$ cat src/hw/rtl/bdkm_pkg.sv
// Shared constants for the keyboard base detect and key matrix block.
`default_nettype none
package bdkm_pkg;

  localparam int unsigned NUM_COLS_DEF = 16;

  localparam logic [11:0] ATTACH_RESET_MV = 12'd300;
  localparam logic [11:0] DETACH_RESET_MV = 12'd3000;

  localparam logic [2:0] ACT_TICK         = 3'd0;
  localparam logic [2:0] ACT_COLUMN       = 3'd1;
  localparam logic [2:0] ACT_FORCE_ATTACH = 3'd2;
  localparam logic [2:0] ACT_FORCE_DETACH = 3'd3;
  localparam logic [2:0] ACT_RESUME       = 3'd4;

  localparam logic REG_ATTACH_MAX = 1'b0;
  localparam logic REG_DETACH_MIN = 1'b1;

  localparam logic KIND_KEY    = 1'b0;
  localparam logic KIND_STATUS = 1'b1;

  // input word layout
  typedef struct packed {
    logic [4:0]  pad;
    logic [7:0]  col_bits;
    logic [3:0]  column;
    logic [11:0] sample_mv;
    logic [2:0]  action;
  } in_word_t;

  // output word layout
  typedef struct packed {
    logic [4:0] pad;
    logic       link_reset;
    logic       power_enable;
    logic       attached;
    logic       pressed;
    logic [3:0] key_column;
    logic [2:0] row;
  } out_word_t;

endpackage
`default_nettype wire

$ cat src/hw/rtl/bdkm_ram.sv
// Generic single-port-write, registered-read RAM.
`default_nettype none
module bdkm_ram #(
  parameter int unsigned WIDTH = 8,
  parameter int unsigned DEPTH = 16,
  localparam int unsigned AW = (DEPTH > 1) ? $clog2(DEPTH) : 1
) (
  input  wire logic             clk,
  input  wire logic             we,
  input  wire logic [AW-1:0]    waddr,
  input  wire logic [WIDTH-1:0] wdata,
  input  wire logic [AW-1:0]    raddr,
  output logic      [WIDTH-1:0] rdata
);

  logic [WIDTH-1:0] mem [DEPTH];

  always_ff @(posedge clk) begin
    if (we) begin
      mem[waddr] <= wdata;
    end
    rdata <= mem[raddr];
  end

endmodule
`default_nettype wire

$ cat src/hw/rtl/base_detect_and_key_matrix_diff.sv
// Detachable keyboard base controller: base detect debounce and key matrix diff.
//
// Input stream (s_*): one word per command: detect tick with a millivolt
// sample, matrix column byte, force attach, force detach or resume auto.
// Output stream (m_*): tuser is the result kind (0 key event, 1 base status),
// tlast marks the final result of a command.
// APB port: register 0 attach_max_mv at 0x0, register 1 detach_min_mv at 0x4.
//
// A tick or force command is handled on acceptance; its status word (if any) is
// presented the cycle after acceptance. A column command first reads the key
// cache, then emits one key event per changed row, one per cycle while the
// receiver takes them, lowest row first. Only one command is in flight;
// s_tready is low while a column is worked off and while the output register
// holds a word the receiver has not taken. A receiver stall simply holds the
// output word and the row sequencer. Reset restores thresholds 300/3000 mV,
// detached, auto detect on, and marks every cache entry empty (empty entries
// read as zero); detaching and a forced attach empty the cache too.
`default_nettype none
module base_detect_and_key_matrix_diff
  import bdkm_pkg::*;
#(
  parameter int unsigned NUM_COLS = NUM_COLS_DEF
) (
  input  wire logic        clk,
  input  wire logic        rst,
  // s_tdata: action[2:0], sample_mv[14:3], column[18:15], col_bits[26:19]
  input  wire logic        s_tvalid,
  output logic             s_tready,
  input  wire logic [31:0] s_tdata,
  // m_tdata: row[2:0], key_column[6:3], pressed[7], attached[8],
  //          power_enable[9], link_reset[10]
  output logic             m_tvalid,
  input  wire logic        m_tready,
  output logic [15:0]      m_tdata,
  // m_tuser: kind[0]
  output logic             m_tuser,
  output logic             m_tlast,
  input  wire logic        psel,
  input  wire logic        penable,
  input  wire logic        pwrite,
  input  wire logic [2:0]  paddr,
  input  wire logic [31:0] pwdata,
  output logic [31:0]      prdata,
  output logic             pready
);

  localparam int unsigned CW = (NUM_COLS > 1) ? $clog2(NUM_COLS) : 1;

  typedef enum logic [1:0] {ST_IDLE, ST_READ, ST_EMIT} state_t;

  state_t        state;
  logic [11:0]   attach_max_mv;
  logic [11:0]   detach_min_mv;
  logic          base_present;
  logic          debounce_pending;
  logic          auto_detect_on;
  logic [NUM_COLS-1:0] cache_valid;

  logic [CW-1:0] col_q;
  logic [3:0]    key_col_q;
  logic [7:0]    bits_q;
  logic [7:0]    diff;

  logic          out_kind;
  logic [2:0]    out_row;
  logic [3:0]    out_col;
  logic          out_pressed;
  logic          out_att;
  logic          out_lrst;
  logic          out_last;

  in_word_t      in_w;
  out_word_t     out_w;
  logic          out_free;
  logic          out_load;
  logic          s_acc;
  logic          col_in_range;
  logic [7:0]    ram_rdata;
  logic [7:0]    cached;
  logic [7:0]    diff_rd;
  logic [2:0]    low_row;
  logic [7:0]    diff_rest;
  logic          tick_hit;
  logic          cfg_wr;

  // configuration port
  assign pready = 1'b1;
  assign cfg_wr = psel && penable && pwrite;
  assign prdata = (paddr[2] == REG_DETACH_MIN) ? {20'd0, detach_min_mv}
                                               : {20'd0, attach_max_mv};

  always_ff @(posedge clk) begin
    if (rst) begin
      attach_max_mv <= ATTACH_RESET_MV;
      detach_min_mv <= DETACH_RESET_MV;
    end else if (cfg_wr) begin
      if (paddr[2] == REG_ATTACH_MAX) begin
        attach_max_mv <= pwdata[11:0];
      end else begin
        detach_min_mv <= pwdata[11:0];
      end
    end
  end

  assign in_w     = in_word_t'(s_tdata);
  assign out_free = !m_tvalid || m_tready;
  assign s_tready = (state == ST_IDLE) && out_free;
  assign s_acc    = s_tvalid && s_tready;

  assign col_in_range = {2'b00, in_w.column} < 6'(NUM_COLS);

  assign tick_hit = (in_w.sample_mv >= detach_min_mv && base_present) ||
                    (in_w.sample_mv <= attach_max_mv && !base_present);

  // a new output word is loaded this cycle
  assign out_load = ((state == ST_IDLE) && s_acc &&
                     ((in_w.action == ACT_TICK && auto_detect_on && tick_hit &&
                       debounce_pending) ||
                      in_w.action == ACT_FORCE_ATTACH ||
                      in_w.action == ACT_FORCE_DETACH)) ||
                    ((state == ST_EMIT) && out_free);

  bdkm_ram #(
    .WIDTH (8),
    .DEPTH (NUM_COLS)
  ) u_cache (
    .clk   (clk),
    .we    (state == ST_READ),
    .waddr (col_q),
    .wdata (bits_q),
    .raddr (CW'(in_w.column)),
    .rdata (ram_rdata)
  );

  assign cached  = cache_valid[col_q] ? ram_rdata : 8'd0;
  assign diff_rd = cached ^ bits_q;

  // lowest changed row
  always_comb begin
    low_row = 3'd0;
    for (int i = 7; i >= 0; i--) begin
      if (diff[i]) begin
        low_row = 3'(i);
      end
    end
  end
  assign diff_rest = diff & (diff - 8'd1);

  always_ff @(posedge clk) begin
    if (rst) begin
      state            <= ST_IDLE;
      base_present     <= 1'b0;
      debounce_pending <= 1'b0;
      auto_detect_on   <= 1'b1;
      cache_valid      <= '0;
      m_tvalid         <= 1'b0;
    end else begin
      if (out_load) begin
        m_tvalid <= 1'b1;
      end else if (m_tvalid && m_tready) begin
        m_tvalid <= 1'b0;
      end
      unique case (state)
        ST_IDLE: begin
          if (s_acc) begin
            unique case (in_w.action)
              ACT_TICK: begin
                if (auto_detect_on) begin
                  if (tick_hit && debounce_pending) begin
                    debounce_pending <= 1'b0;
                    base_present     <= !base_present;
                    if (base_present) begin
                      cache_valid <= '0;
                    end
                    out_kind    <= KIND_STATUS;
                    out_row     <= 3'd0;
                    out_col     <= 4'd0;
                    out_pressed <= 1'b0;
                    out_att     <= !base_present;
                    out_lrst    <= base_present;
                    out_last    <= 1'b1;
                  end else begin
                    debounce_pending <= tick_hit;
                  end
                end
              end
              ACT_COLUMN: begin
                if (col_in_range) begin
                  col_q     <= CW'(in_w.column);
                  key_col_q <= in_w.column;
                  bits_q    <= in_w.col_bits;
                  state     <= ST_READ;
                end
              end
              ACT_FORCE_ATTACH, ACT_FORCE_DETACH: begin
                auto_detect_on <= 1'b0;
                cache_valid    <= '0;
                base_present   <= (in_w.action == ACT_FORCE_ATTACH);
                out_kind       <= KIND_STATUS;
                out_row        <= 3'd0;
                out_col        <= 4'd0;
                out_pressed    <= 1'b0;
                out_att        <= (in_w.action == ACT_FORCE_ATTACH);
                out_lrst       <= 1'b1;
                out_last       <= 1'b1;
              end
              ACT_RESUME: begin
                auto_detect_on <= 1'b1;
              end
              default: begin
              end
            endcase
          end
        end
        ST_READ: begin
          // cache write-back happens this cycle through the RAM write port
          cache_valid[col_q] <= 1'b1;
          diff               <= diff_rd;
          state              <= (diff_rd == 8'd0) ? ST_IDLE : ST_EMIT;
        end
        ST_EMIT: begin
          if (out_free) begin
            out_kind    <= KIND_KEY;
            out_row     <= low_row;
            out_col     <= key_col_q;
            out_pressed <= bits_q[low_row];
            out_att     <= 1'b0;
            out_lrst    <= 1'b0;
            out_last    <= (diff_rest == 8'd0);
            diff        <= diff_rest;
            if (diff_rest == 8'd0) begin
              state <= ST_IDLE;
            end
          end
        end
        default: begin
          state <= ST_IDLE;
        end
      endcase
    end
  end

  always_comb begin
    out_w              = '0;
    out_w.row          = out_row;
    out_w.key_column   = out_col;
    out_w.pressed      = out_pressed;
    out_w.attached     = out_att;
    out_w.power_enable = out_att;
    out_w.link_reset   = out_lrst;
  end

  assign m_tdata = 16'(out_w);
  assign m_tuser = out_kind;
  assign m_tlast = out_last;

`ifndef SYNTHESIS
  a_status_is_last: assert property (@(posedge clk) disable iff (rst)
    (m_tvalid && m_tuser == KIND_STATUS) |-> m_tlast)
    else $error("status word without tlast");

  a_key_no_base_bits: assert property (@(posedge clk) disable iff (rst)
    (m_tvalid && m_tuser == KIND_KEY) |-> (m_tdata[8] == 1'b0 && m_tdata[10] == 1'b0))
    else $error("key event carries base status bits");

  a_busy_blocks_input: assert property (@(posedge clk) disable iff (rst)
    (state != ST_IDLE) |-> !s_tready)
    else $error("input taken while a column is in progress");

  a_detach_clears_cache: assert property (@(posedge clk) disable iff (rst)
    (m_tvalid && m_tuser == KIND_STATUS && $past(state) == ST_IDLE
     && !$stable(m_tvalid) && m_tdata[10]) |-> (cache_valid == '0))
    else $error("key cache not cleared on detach");
`endif

endmodule
`default_nettype wire
$ cat config.mk
export PLATFORM = sky130hd
export DESIGN_NAME = base_detect_and_key_matrix_diff
export DESIGN_NICKNAME = d
export VERILOG_FILES = /design/src/hw/rtl/bdkm_pkg.sv /design/src/hw/rtl/bdkm_ram.sv /design/src/hw/rtl/base_detect_and_key_matrix_diff.sv
export SDC_FILE = /design/constraint.sdc
export NUM_CORES = 1
export LEC_CHECK = 0
export ABC_CLOCK_PERIOD_IN_PS = 3400
export BUFFER_PORTS_ARGS = -buffer_cell sky130_fd_sc_hd__buf_2
export CAP_MARGIN = 20
export CORE_MARGIN = 2
export CORE_UTILIZATION = 50
export CTS_CLUSTER_DIAMETER = 50
export CTS_CLUSTER_SIZE = 16
export DETAILED_ROUTE_END_ITERATION = 8
export GPL_ROUTABILITY_DRIVEN = 1
export PLACE_DENSITY = 0.77
export SKIP_LAST_GASP = 1
export SYNTH_ARGS = -nofsm -noshare
export SYNTH_HDL_FRONTEND = slang
export SYNTH_SLANG_ARGS = --single-unit
$ cat constraint.sdc
create_clock -name clk -period 3.4 [get_ports clk]
set_input_delay 0.17 -clock clk [delete_from_list [all_inputs] [get_ports clk]]
set_output_delay 0.17 -clock clk [all_outputs]
set_load 0.01 [all_outputs]
# Yosys cells after proc, flatten, opt, wreduce, memory -nomap -nowiden
# Memories as Yosys holds them, arrays and structs flattened. A register that Yosys moved wholly into a read port is not among the register bits.
# Index checks and enable logic that the tools add are counted.
[op_classes]
n_reduce_logical = 43
eq_ne = 16
addsub = 1
mux = 72
bitwise = 5
n_lt_le_gt_ge = 5
[ops]
columns = ["operator", "count"]
rows = [
  ["two-way mux 16 bit", 4],
  ["case mux 16 bit (2 select lines)", 2],
  ["two-way mux 3 bit", 12],
  ["two-way mux 1 bit", 23],
  ["case mux 1 bit (2 select lines)", 10],
  ["logical NOT 8 bit", 2],
  ["two-way mux 4 bit", 4],
  ["two-way mux 8 bit", 2],
  ["OR 16 bit", 1],
  ["case mux 4 bit (2 select lines)", 2],
  ["case mux 8 bit (2 select lines)", 1],
  ["logical AND 1 bit", 15],
  [">= comparator 12 bit", 1],
  ["less-or-equal comparator 12 bit", 1],
  ["two-way mux 12 bit", 1],
  ["case mux 3 bit (2 select lines)", 2],
  ["AND reduction 4 bit", 3],
  ["nonzero test 2 bit", 6],
  ["two-way mux 2 bit", 5],
  ["bitwise AND 8 bit", 1],
  ["subtractor 8 x 1 -> 8 bit (second input constant)", 1],
  ["XOR 8 bit", 1],
  ["AND reduction 7 bit", 1],
  ["equality test 3 x 2 -> 1 bit (second input constant)", 2],
  ["other kinds (26)", 39],
]
[word_totals]
register_bits = 78
wordCells = 161
ramBits = 128
out_inout_bits = 53
inputBits = 74
n_memories = 1
[memory_table]
columns = ["name", "words", "word_bits", "read_ports", "rd_ports_with_merged_regs", "wr", "line_no", "source"]
rows = [
  ["u_cache.mem", 16, 8, 1, 1, 1, "bdkm_ram.sv:16", "logic [WIDTH-1:0] mem [DEPTH];"],
]

# Depth between registers and ports, before layout
# Gate-level depths: netlist of run 1.
[depth]
depth_word = 12
ltp_mapped = 9
ltp_nobuf = 9

# Hierarchy
# A second synthesis of run 1 with hierarchy kept.
[unflattened]
hier_cells = 736
area_unflattened_um2 = 9734.3
[by_module_without_submodules]
columns = ["module", "n_inst", "cells_each", "area_each_um2", "seq_area_each_um2"]
rows = [
  ["bdkm_ram", 1, 229, 5147.4, 4003.8],
  ["base_detect_and_key_matrix_diff", 1, 507, 4586.9, 1881.8],
]

# Least setup slack after synthesis of run 1
# Ideal clock, no wire load.
[synth_timing]
kind = "reg2reg"
start = "register attach_max_mv[9]"
end = "register out_last (netlist: m_tlast), enable pin"
setup_ns = 0.399
required_ns = 3.001
path_stages_with_launch = 9
period_less_slack_ns = 3.009
arrival_ns = 2.609
setup_slack_ns = 0.391
path_buffers = 0
path_cell_list = "dfxtp_1 inv_1 ha_1 a21o_1 a21o_1 a221o_1 o21ai_0 a31oi_1 a21boi_0"
[synth_between]
elab_chain_cells = 6
[synth_rtl]
columns = ["item", "line_no", "source"]
rows = [
  ["from (decl)", "base_detect_and_key_matrix_diff.sv:52", "logic [11:0] attach_max_mv;"],
  ["from (signal assigned)", "base_detect_and_key_matrix_diff.sv:98", "attach_max_mv <= pwdata[11:0];"],
  ["less-or-equal comparator 12 bit", "base_detect_and_key_matrix_diff.sv:113", "(in_w.sample_mv <= attach_max_mv && !base_present);"],
  ["logical AND 1 bit", "base_detect_and_key_matrix_diff.sv:113", ""],
  ["logical OR 1 bit", "base_detect_and_key_matrix_diff.sv:112", "assign tick_hit = (in_w.sample_mv >= detach_min_mv && base_present) ||"],
  ["logical AND 1 bit", "base_detect_and_key_matrix_diff.sv:169", "if (tick_hit && debounce_pending) begin"],
  ["inequality test 3 x 2 -> 1 bit (no line)", "--", ""],
  ["AND reduction 7 bit (no line)", "--", ""],
  ["to (signal assigned)", "base_detect_and_key_matrix_diff.sv:229", "out_last <= (diff_rest == 8'd0);"],
  ["to (decl)", "base_detect_and_key_matrix_diff.sv:70", "logic out_last;"],
]
# Every way passes these cells.
# A chain may end at the register's enable or synchronous reset.

# Worst setup path after layout of run 1
[layout_timing]
start = "register attach_max_mv[9]"
end = "register out_row[0], enable pin"
[layout_between]
elab_chain_cells = 6
[layout_rtl]
columns = ["item", "line_no", "source"]
rows = [
  ["less-or-equal comparator 12 bit", "base_detect_and_key_matrix_diff.sv:113", ""],
  ["logical AND 1 bit", "base_detect_and_key_matrix_diff.sv:113", ""],
  ["logical OR 1 bit", "base_detect_and_key_matrix_diff.sv:112", ""],
  ["logical AND 1 bit", "base_detect_and_key_matrix_diff.sv:169", ""],
  ["inequality test 3 x 2 -> 1 bit (no line)", "--", ""],
  ["AND reduction 7 bit (no line)", "--", ""],
  ["to (signal assigned)", "base_detect_and_key_matrix_diff.sv:224", "out_row <= low_row;"],
  ["to (decl)", "base_detect_and_key_matrix_diff.sv:65", "logic [2:0] out_row;"],
]
# Every way passes these cells.

==> impl_results.md, run 1 <==
- I/O pin cnt: 127
- Post-synth EDFFs: 160
- Share of layout cells above drive strength 1: 0.201
- Most used DFF post-synth: edfxtp_1
- Antenna cells: 0
- Min Tclk post-route: 2.97 ns
- Pwr Density: 486 nW/um^2
- Unrepaired setup endpoints after global routing: false
- Synth Area in Adders: 0.0350
- Detailed placement HPWL: 13100 um
- MaxCap Viol Count: 0
- Remaining antenna violation count: 0
- Internal: 0.00415 W
- Final Cycle Share: 0.874
- Largest net degree at the start of global routing: 35
- Ys async rst share: 0
- Startpoint Class: flip-flop
- Total setup buffers inserted after CTS: 0
- DRT iter0 DRCs: 517
- Standard-cell row count: 50
- Initial core utilization: 0.513
- Max Slew Vio Count: 0
- Worst slew pin tran: 0.892 ns
- Yosys cell types: 55
- CTS root buffer: clkbuf_16
- Htree depth: 1
- Clock sinks: 214
- Avg Inst Size Synth: 13.1 um^2
- Register area share after synthesis: 0.609
- Worst path required time: 3.61 ns
- Critical Path Sink Type: flip-flop
- Via count: 6108
- NetSw: 0.00122 W
- Routed WL: 19300 um
- Number of fill cells: 1417
- LEAKAGE: 3.99 nW
- Maximum vdd drop: 0.000458 V
- Post-route DRC: 0
- Max Buffers Root-to-Sink: 3
- Num CTS Buffers: 21
- Vias/cell: 5.54
- Vias in the first global route: 5732
- Placer Congestion: 0.821
- Run status: completed
- Sw frac: 0.227
- Max-Slew Margin vs Limit: 0.403
- Placed insts: 1044
- Die footprint: 20400 um^2
- Core area: 18800 um^2
- Clock transition at path regs: 0.07 ns
- Warnings, synthesis: 0
- Final #Nets: 931
- Synth Area in Compound Gates: 0.0823
- Final setup TNS: 0 ns
- Post-Synthesis Cells: 735
- Finished Layout Cells: 1102
- Final number of hold-violating endpoints: 0
- WS Path Type: flip-flop to flip-flop
- Synth Area in Simple Gates: 0.0938
- Initial antenna violation count: 0
- Finish-stage setup viols: 0
- First-pass GRT wire length: 30100 um
- Port Buffers: 73
- Clock power frac: 0.409
- Area of the multi-input gates: 3370 um^2
- Peak Freq: 336 MHz
- Critical path data arrival time: 3.18 ns
- Mux contribution to synthesized area: 0.115
- Die Y: 143 um
- Pre-antenna DRT Iters: 5
- Die width: 143 um
- Critical path fanouts, max: 8
- Syn Std Cell Area: 9660 um^2
- WL/cell: 17.5 um
- CTS tree: built
- GRT Total Usage: 0.190
- XOR/XNOR Fraction of Synth Area: 0.0127
- Worst-skew pair later-pin latency: 0.50 ns
- Skew final: 0.0129 ns
- Flop pwr share: 0.528
- Comb power frac: 0.063
- Grt ovf: 0
- Sequential standard cell area: 5890 um^2
- Area Overhead vs Synth: 14.4%
- Largest family of logic cells by synthesized area: multiplexers
- Synthesized flop and latch total: 214
- Hold/Removal Path Class: input pin to flip-flop
## cells in the final DEF (no fill, tap or decap), drive strengths merged, types with 4 or more instances in the layout
master and n:
nand2b 5, ha 27, dlygate4sd3 22, inv 41
a21oi 29, mux4 43, xor2 12, a211oi 4
nor2b 9, conb 26, a21o 7, nor3 6
o21ai 29, a211o 11, o21a 16, dfxtp 54
nor2 73, clkbuf 26, buf 87, nand3 14
a31oi 7, edfxtp 160, nand2 69, mux2i 13
and2 10, nand4 6
## power by group through the flow
stage | clock network (W) | logic, W | registers (W)
finish | 0.00219 | 0.000340 | 0.00283
global route | 0.00230 | 0.000377 | 0.00284
CTS | 0.00223 | 0.000338 | 0.00283
detailed placement | 0 | 0.000317 | 0.00289
global placement | 0 | 0.000310 | 0.00289
floorplan | 0 | 0.000241 | 0.00289
## what timing repair did
action / in CTS / in global routing
hold endpoints to repair: 33 / 0
hold buffers: 22 / 0
resized for setup: 0 / 0
## state kept, by name, summed over array words and instances (netlist names), 4 cells and up
signal         count
cache_valid       16
attach_max_mv     12
u_cache.mem      128
u_cache.rdata      8
detach_min_mv     12
key_col_q          4
bits_q             8
out_col            4
diff               8
## cells in the mapped netlist, types with 11 or more instances
| cell type | n | area share |
|---|---|---|
| a21oi_1 | 29 | 0.015 |
| mux2i_1 | 13 | 0.013 |
| a211o_1 | 11 | 0.010 |
| clkbuf_1 | 21 | 0.0082 |
| nand2_1 | 69 | 0.027 |
| dfxtp_1 | 54 | 0.11 |
| mux4_2 | 43 | 0.10 |
| nand3_1 | 14 | 0.0073 |
| o21a_1 | 16 | 0.012 |
| edfxtp_1 | 160 | 0.50 |
| nor2_1 | 73 | 0.028 |
| o21ai_0 | 28 | 0.015 |
| xor2_1 | 12 | 0.011 |
| inv_1 | 35 | 0.014 |
| buf_4 | 31 | 0.024 |
| ha_1 | 27 | 0.035 |
## worst paths after layout
path	start	end	slack [ns]	depth (start not counted)
worst max-delay path	attach_max_mv[9]	out_row[0]	0.43	9
worst max register to register	attach_max_mv[9]	out_row[0]	0.43	9
worst min register to register	attach_max_mv[4]	attach_max_mv[4]	0.46	2
worst min-delay path	s_tdata[0]	state[0]	0.02	3
## worst max-delay path, stage by stage (launching register included)
cell and delay [ns]:
dfxtp_1 0.34, inv_1 0.07, ha_1 0.30, a21o_1 0.16, a21o_1 0.18, a221o_1 0.33, o21ai_0 0.29, a31oi_1 0.18
a21boi_1 0.55, buf_4 0.28
## per-layer routing
layer | GRT usage | up-vias | part of all wire
met4 | 0.0516 | 0 | 0.018
met1 | 0.255 | 2988 | 0.42
met3 | 0.0258 | 32 | 0.065
li1 | - | 2845 | -
met2 | 0.328 | 243 | 0.50
met5 | 0 | - | 0
## final cells by class
class | count | area share
Clock buffer | 26 | 0.0492
Clock inverter | 9 | 0.00883
Inverter | 35 | 0.0119
Multi-Input combinational cell | 449 | 0.305
Sequential cell | 214 | 0.533
Tap cell | 260 | 0.0294
Timing Repair Buffer | 109 | 0.0628
## kinds of logic (layout without fill, tap and decap cells)
| kind of cell | count (synthesis) | after routing |
|---|---|---|
| buf+inv | 96 | 179 |
| other cells | 2 | 26 |
| xor+xnor | 14 | 14 |
| fa+ha+maj | 27 | 27 |
| mux | 57 | 57 |
| simple gates | 204 | 204 |
| flops | 214 | 214 |
| compound gates | 121 | 121 |
## stage by stage
stage	power, W	hold WS, ns	cell area [um^2]	setup WS (ns)	util
3_3_place_gp	0.00320	0.346	10200	0.465	0.541
6_report	0.00537	0.0199	11100	0.428	0.587
2_1_floorplan	0.00313	0.269	9750	0.391	-
5_1_grt	0.00552	0.0549	11100	0.240	0.587
3_5_place_dp	0.00321	0.348	10200	0.421	0.541
4_1_cts	0.00540	0.0000326	11000	0.399	0.586
(Power assumes the default switching activity.)
==> run 2: changes to the inputs <==
--- a/config.mk
+++ b/config.mk
@@ -15,6 +15,7 @@
 export DETAILED_ROUTE_END_ITERATION = 8
 export GPL_ROUTABILITY_DRIVEN = 1
 export PLACE_DENSITY = 0.77
+export REMOVE_ABC_BUFFERS = 1
 export SKIP_LAST_GASP = 1
 export SYNTH_ARGS = -nofsm -noshare
 export SYNTH_HDL_FRONTEND = slang
==> impl_results.md, run 2 (synthesis results as in run 1) <==
- Largest net degree at the start of global routing: 35 (unchanged)
- Vias in the first global route: 5710 (-0.38%)
- Worst-skew pair later-pin latency: 0.50 ns (about the same)
- R2R depth: 9 (unchanged)
- FF-to-FF End: out_col[1]
- Max Slew Vio Count: 0 (unchanged)
- Peak Freq: 362 MHz (+7.7%)
- Hold/Removal Path Class: input pin to flip-flop
- Worst setup path start: detach_min_mv[5]
- NetSw: 0.00121 W (-0.84%)
- Max FFs per register: 128 (unchanged)
- Vias/cell: 5.38 (-3.0%)
- Sw frac: 0.223 (-0.00416)
- Run status: completed
- Reg2reg start: detach_min_mv[5]
- Slowest cell on crit path: o2111ai_1
- Num CTS Buffers: 21 (unchanged)
- R2R Setup Slk: 0.64 ns (+0.21 ns)
- CP cell instances: inv_1 > ha_1 > a21o_1 > a21o_1 > a221oi_1 > o2111ai_1 > a31oi_1 > a21boi_1 > buf_4
- LEAKAGE: 3.98 nW (about the same)
- Core area: 18800 um^2 (unchanged)
- Util after Layout: 0.587 (about the same)
- Commonest non-fill, non-tap cell in the layout: edfxtp_1
- Placed insts: 1042 (-0.19%)
- Die width: 143 um (unchanged)
- Final setup TNS: 0 ns (unchanged)
- Maximum vdd drop: 0.000353 V (-23%)
- Finish-stage setup viols: 0 (unchanged)
- Largest register by flop count: u_cache.mem
- Initial antenna violation count: 0 (unchanged)
- Antenna cells: 0 (unchanged)
- Finished Layout Cells: 1100 (-0.18%)
- Most frequent cells in the layout: 160 x edfxtp_1, 73 x nor2_1, 73 x buf_2
- Worst Slack Setup Final: 0.639 ns (+0.211 ns)
- Area of the multi-input gates: 3370 um^2 (unchanged)
- Grt ovf: 0 (unchanged)
- Worst slew pin tran: 0.876 ns (-0.0160 ns)
- Critical Path Sink Type: flip-flop
- Final #Nets: 928 (-0.32%)
- Capture point of the critical path: out_col[1]
- Largest registers: u_cache.mem x128, cache_valid x16
- Clock transition at path regs: 0.07 ns (about the same)
- Remaining antenna violation count: 0 (unchanged)
- Worst path required time: 3.65 ns (+0.04 ns)
- Critical path's top delay family: compound AO/OA/AOI/OAI gates
- Setup WS pre-CTS: 0.694 ns (+0.273 ns)
- Clock power frac: 0.414 (+0.005)
- Clock sinks: 214 (unchanged)
- Htree depth: 1 (unchanged)
- Post-route DRC: 0 (unchanged)
- WL/cell: 17.0 um (-3.2%)
- Port Buffers: 73 (unchanged)
- Worst path max stage delay: 0.45 ns (-0.10 ns)
- Via count: 5915 (-3.2%)
- Internal: 0.00421 W (+1.6%)
- Flop pwr share: 0.523 (-0.005)
- CTS tree: built
- Comb power frac: 0.062 (about the same)
- Cell repeated most along the worst path: a21o_1
- Final number of hold-violating endpoints: 0 (unchanged)
- I/O pin cnt: 127 (unchanged)
- Critical Path Stages: 9 (unchanged)
- Max-Slew Margin vs Limit: 0.416 (+0.0123)
- Startpoint Class: flip-flop
- Min Tclk post-route: 2.76 ns (-0.211 ns)
- Pre-antenna DRT Iters: 5 (unchanged)
- CTS root buffer: clkbuf_16
- Final Cycle Share: 0.812 (-0.0621)
- Routed WL: 18700 um (-3.4%)
- GRT Total Usage: 0.185 (-0.00518)
- Number of fill cells: 1407 (-0.71%)
- First-pass GRT wire length: 29500 um (-2.1%)
- Skew final: 0.0143 ns (+0.00141 ns)
- Worst Path Buf+Inv: 2 (unchanged)
- Detailed placement HPWL: 12800 um (-2.1%)
- Share of layout cells above drive strength 1: 0.201 (+0.000478)
- Die footprint: 20400 um^2 (unchanged)
- Placer Congestion: 0.828 (+0.82%)
- Area Overhead vs Synth: 14.4% (about the same)
- Unrepaired setup endpoints after global routing: false
- Post-cts resize count: 0 (unchanged)
- Standard-cell row count: 50 (unchanged)
- DRT iter0 DRCs: 412 (-20%)
- Pwr Density: 491 nW/um^2 (+1.0%)
- Die Y: 143 um (unchanged)
- WS Path Type: flip-flop to flip-flop
- MaxCap Viol Count: 0 (unchanged)
- Initial core utilization: 0.513 (unchanged)
- Critical path data arrival time: 3.01 ns (-0.17 ns)
- Max Buffers Root-to-Sink: 3 (unchanged)
- Critical path fanouts, max: 12 (+4)
- Sequential standard cell area: 5890 um^2 (unchanged)
## run 2: layout make-up
cell class,instances,area share
Clock buffer,23,0.0482
Clock inverter,13,0.0121
Inverter,35,0.0119
Multi-Input combinational cell,449,0.305
Sequential cell,214,0.533
Tap cell,260,0.0294
Timing Repair Buffer,106,0.0605
## run 2: worst min-delay path by stage
stage	from	to	slack, ns	cells after the start
2_1_floorplan	rst	attach_max_mv[0]	0.24	1
3_3_place_gp	s_tdata[23]	bits_q[4]	0.35	1
3_5_place_dp	s_tdata[23]	bits_q[4]	0.35	1
4_1_cts	s_tdata[0]	state[0]	0.01	3
5_1_grt	s_tdata[0]	state[0]	0.05	3
6_report	s_tdata[0]	state[0]	0.03	3
## run 2: worst register-to-register path, cell delays in order (launching register included)
cell and delay (ns):
dfxtp_1 0.34, inv_1 0.06, ha_1 0.30, a21o_1 0.20
a21o_1 0.18, a221oi_1 0.31, o2111ai_1 0.45, a31oi_1 0.39
a21boi_1 0.10, buf_4 0.19
## run 2: through the flow
step,area (um^2),power (W),hold slack (ns)
global placement,10200,0.00320,0.348
detailed placement,10200,0.00321,0.348
CTS,11100,0.00546,0.0121
global route,11100,0.00560,0.0485
finish,11100,0.00542,0.0286
floorplan,9390,0.00307,0.239
## run 2: what timing repair did
item	in CTS	in global routing
setup buffers	0	0
hold buffers	22	0
endpoints found under the hold margin	33	0
## run 2: power groups by stage
| stage | Sequential [W] | Combinational (W) | Clock, W |
|---|---|---|---|
| after detailed placement | 0.00289 | 0.000316 | 0 |
| after floorplan | 0.00289 | 0.000187 | 0 |
| after global routing | 0.00284 | 0.000374 | 0.00239 |
| after global placement | 0.00289 | 0.000309 | 0 |
| after CTS | 0.00284 | 0.000337 | 0.00229 |
| final | 0.00284 | 0.000338 | 0.00225 |
## run 2: layer usage
metal / share of wire / global-route usage / wire, um
met5: 0 / 0 / 0
met4: 0.021 / 0.0464 / 393
met3: 0.049 / 0.0275 / 922
met1: 0.44 / 0.251 / 8140
met2: 0.49 / 0.316 / 9220
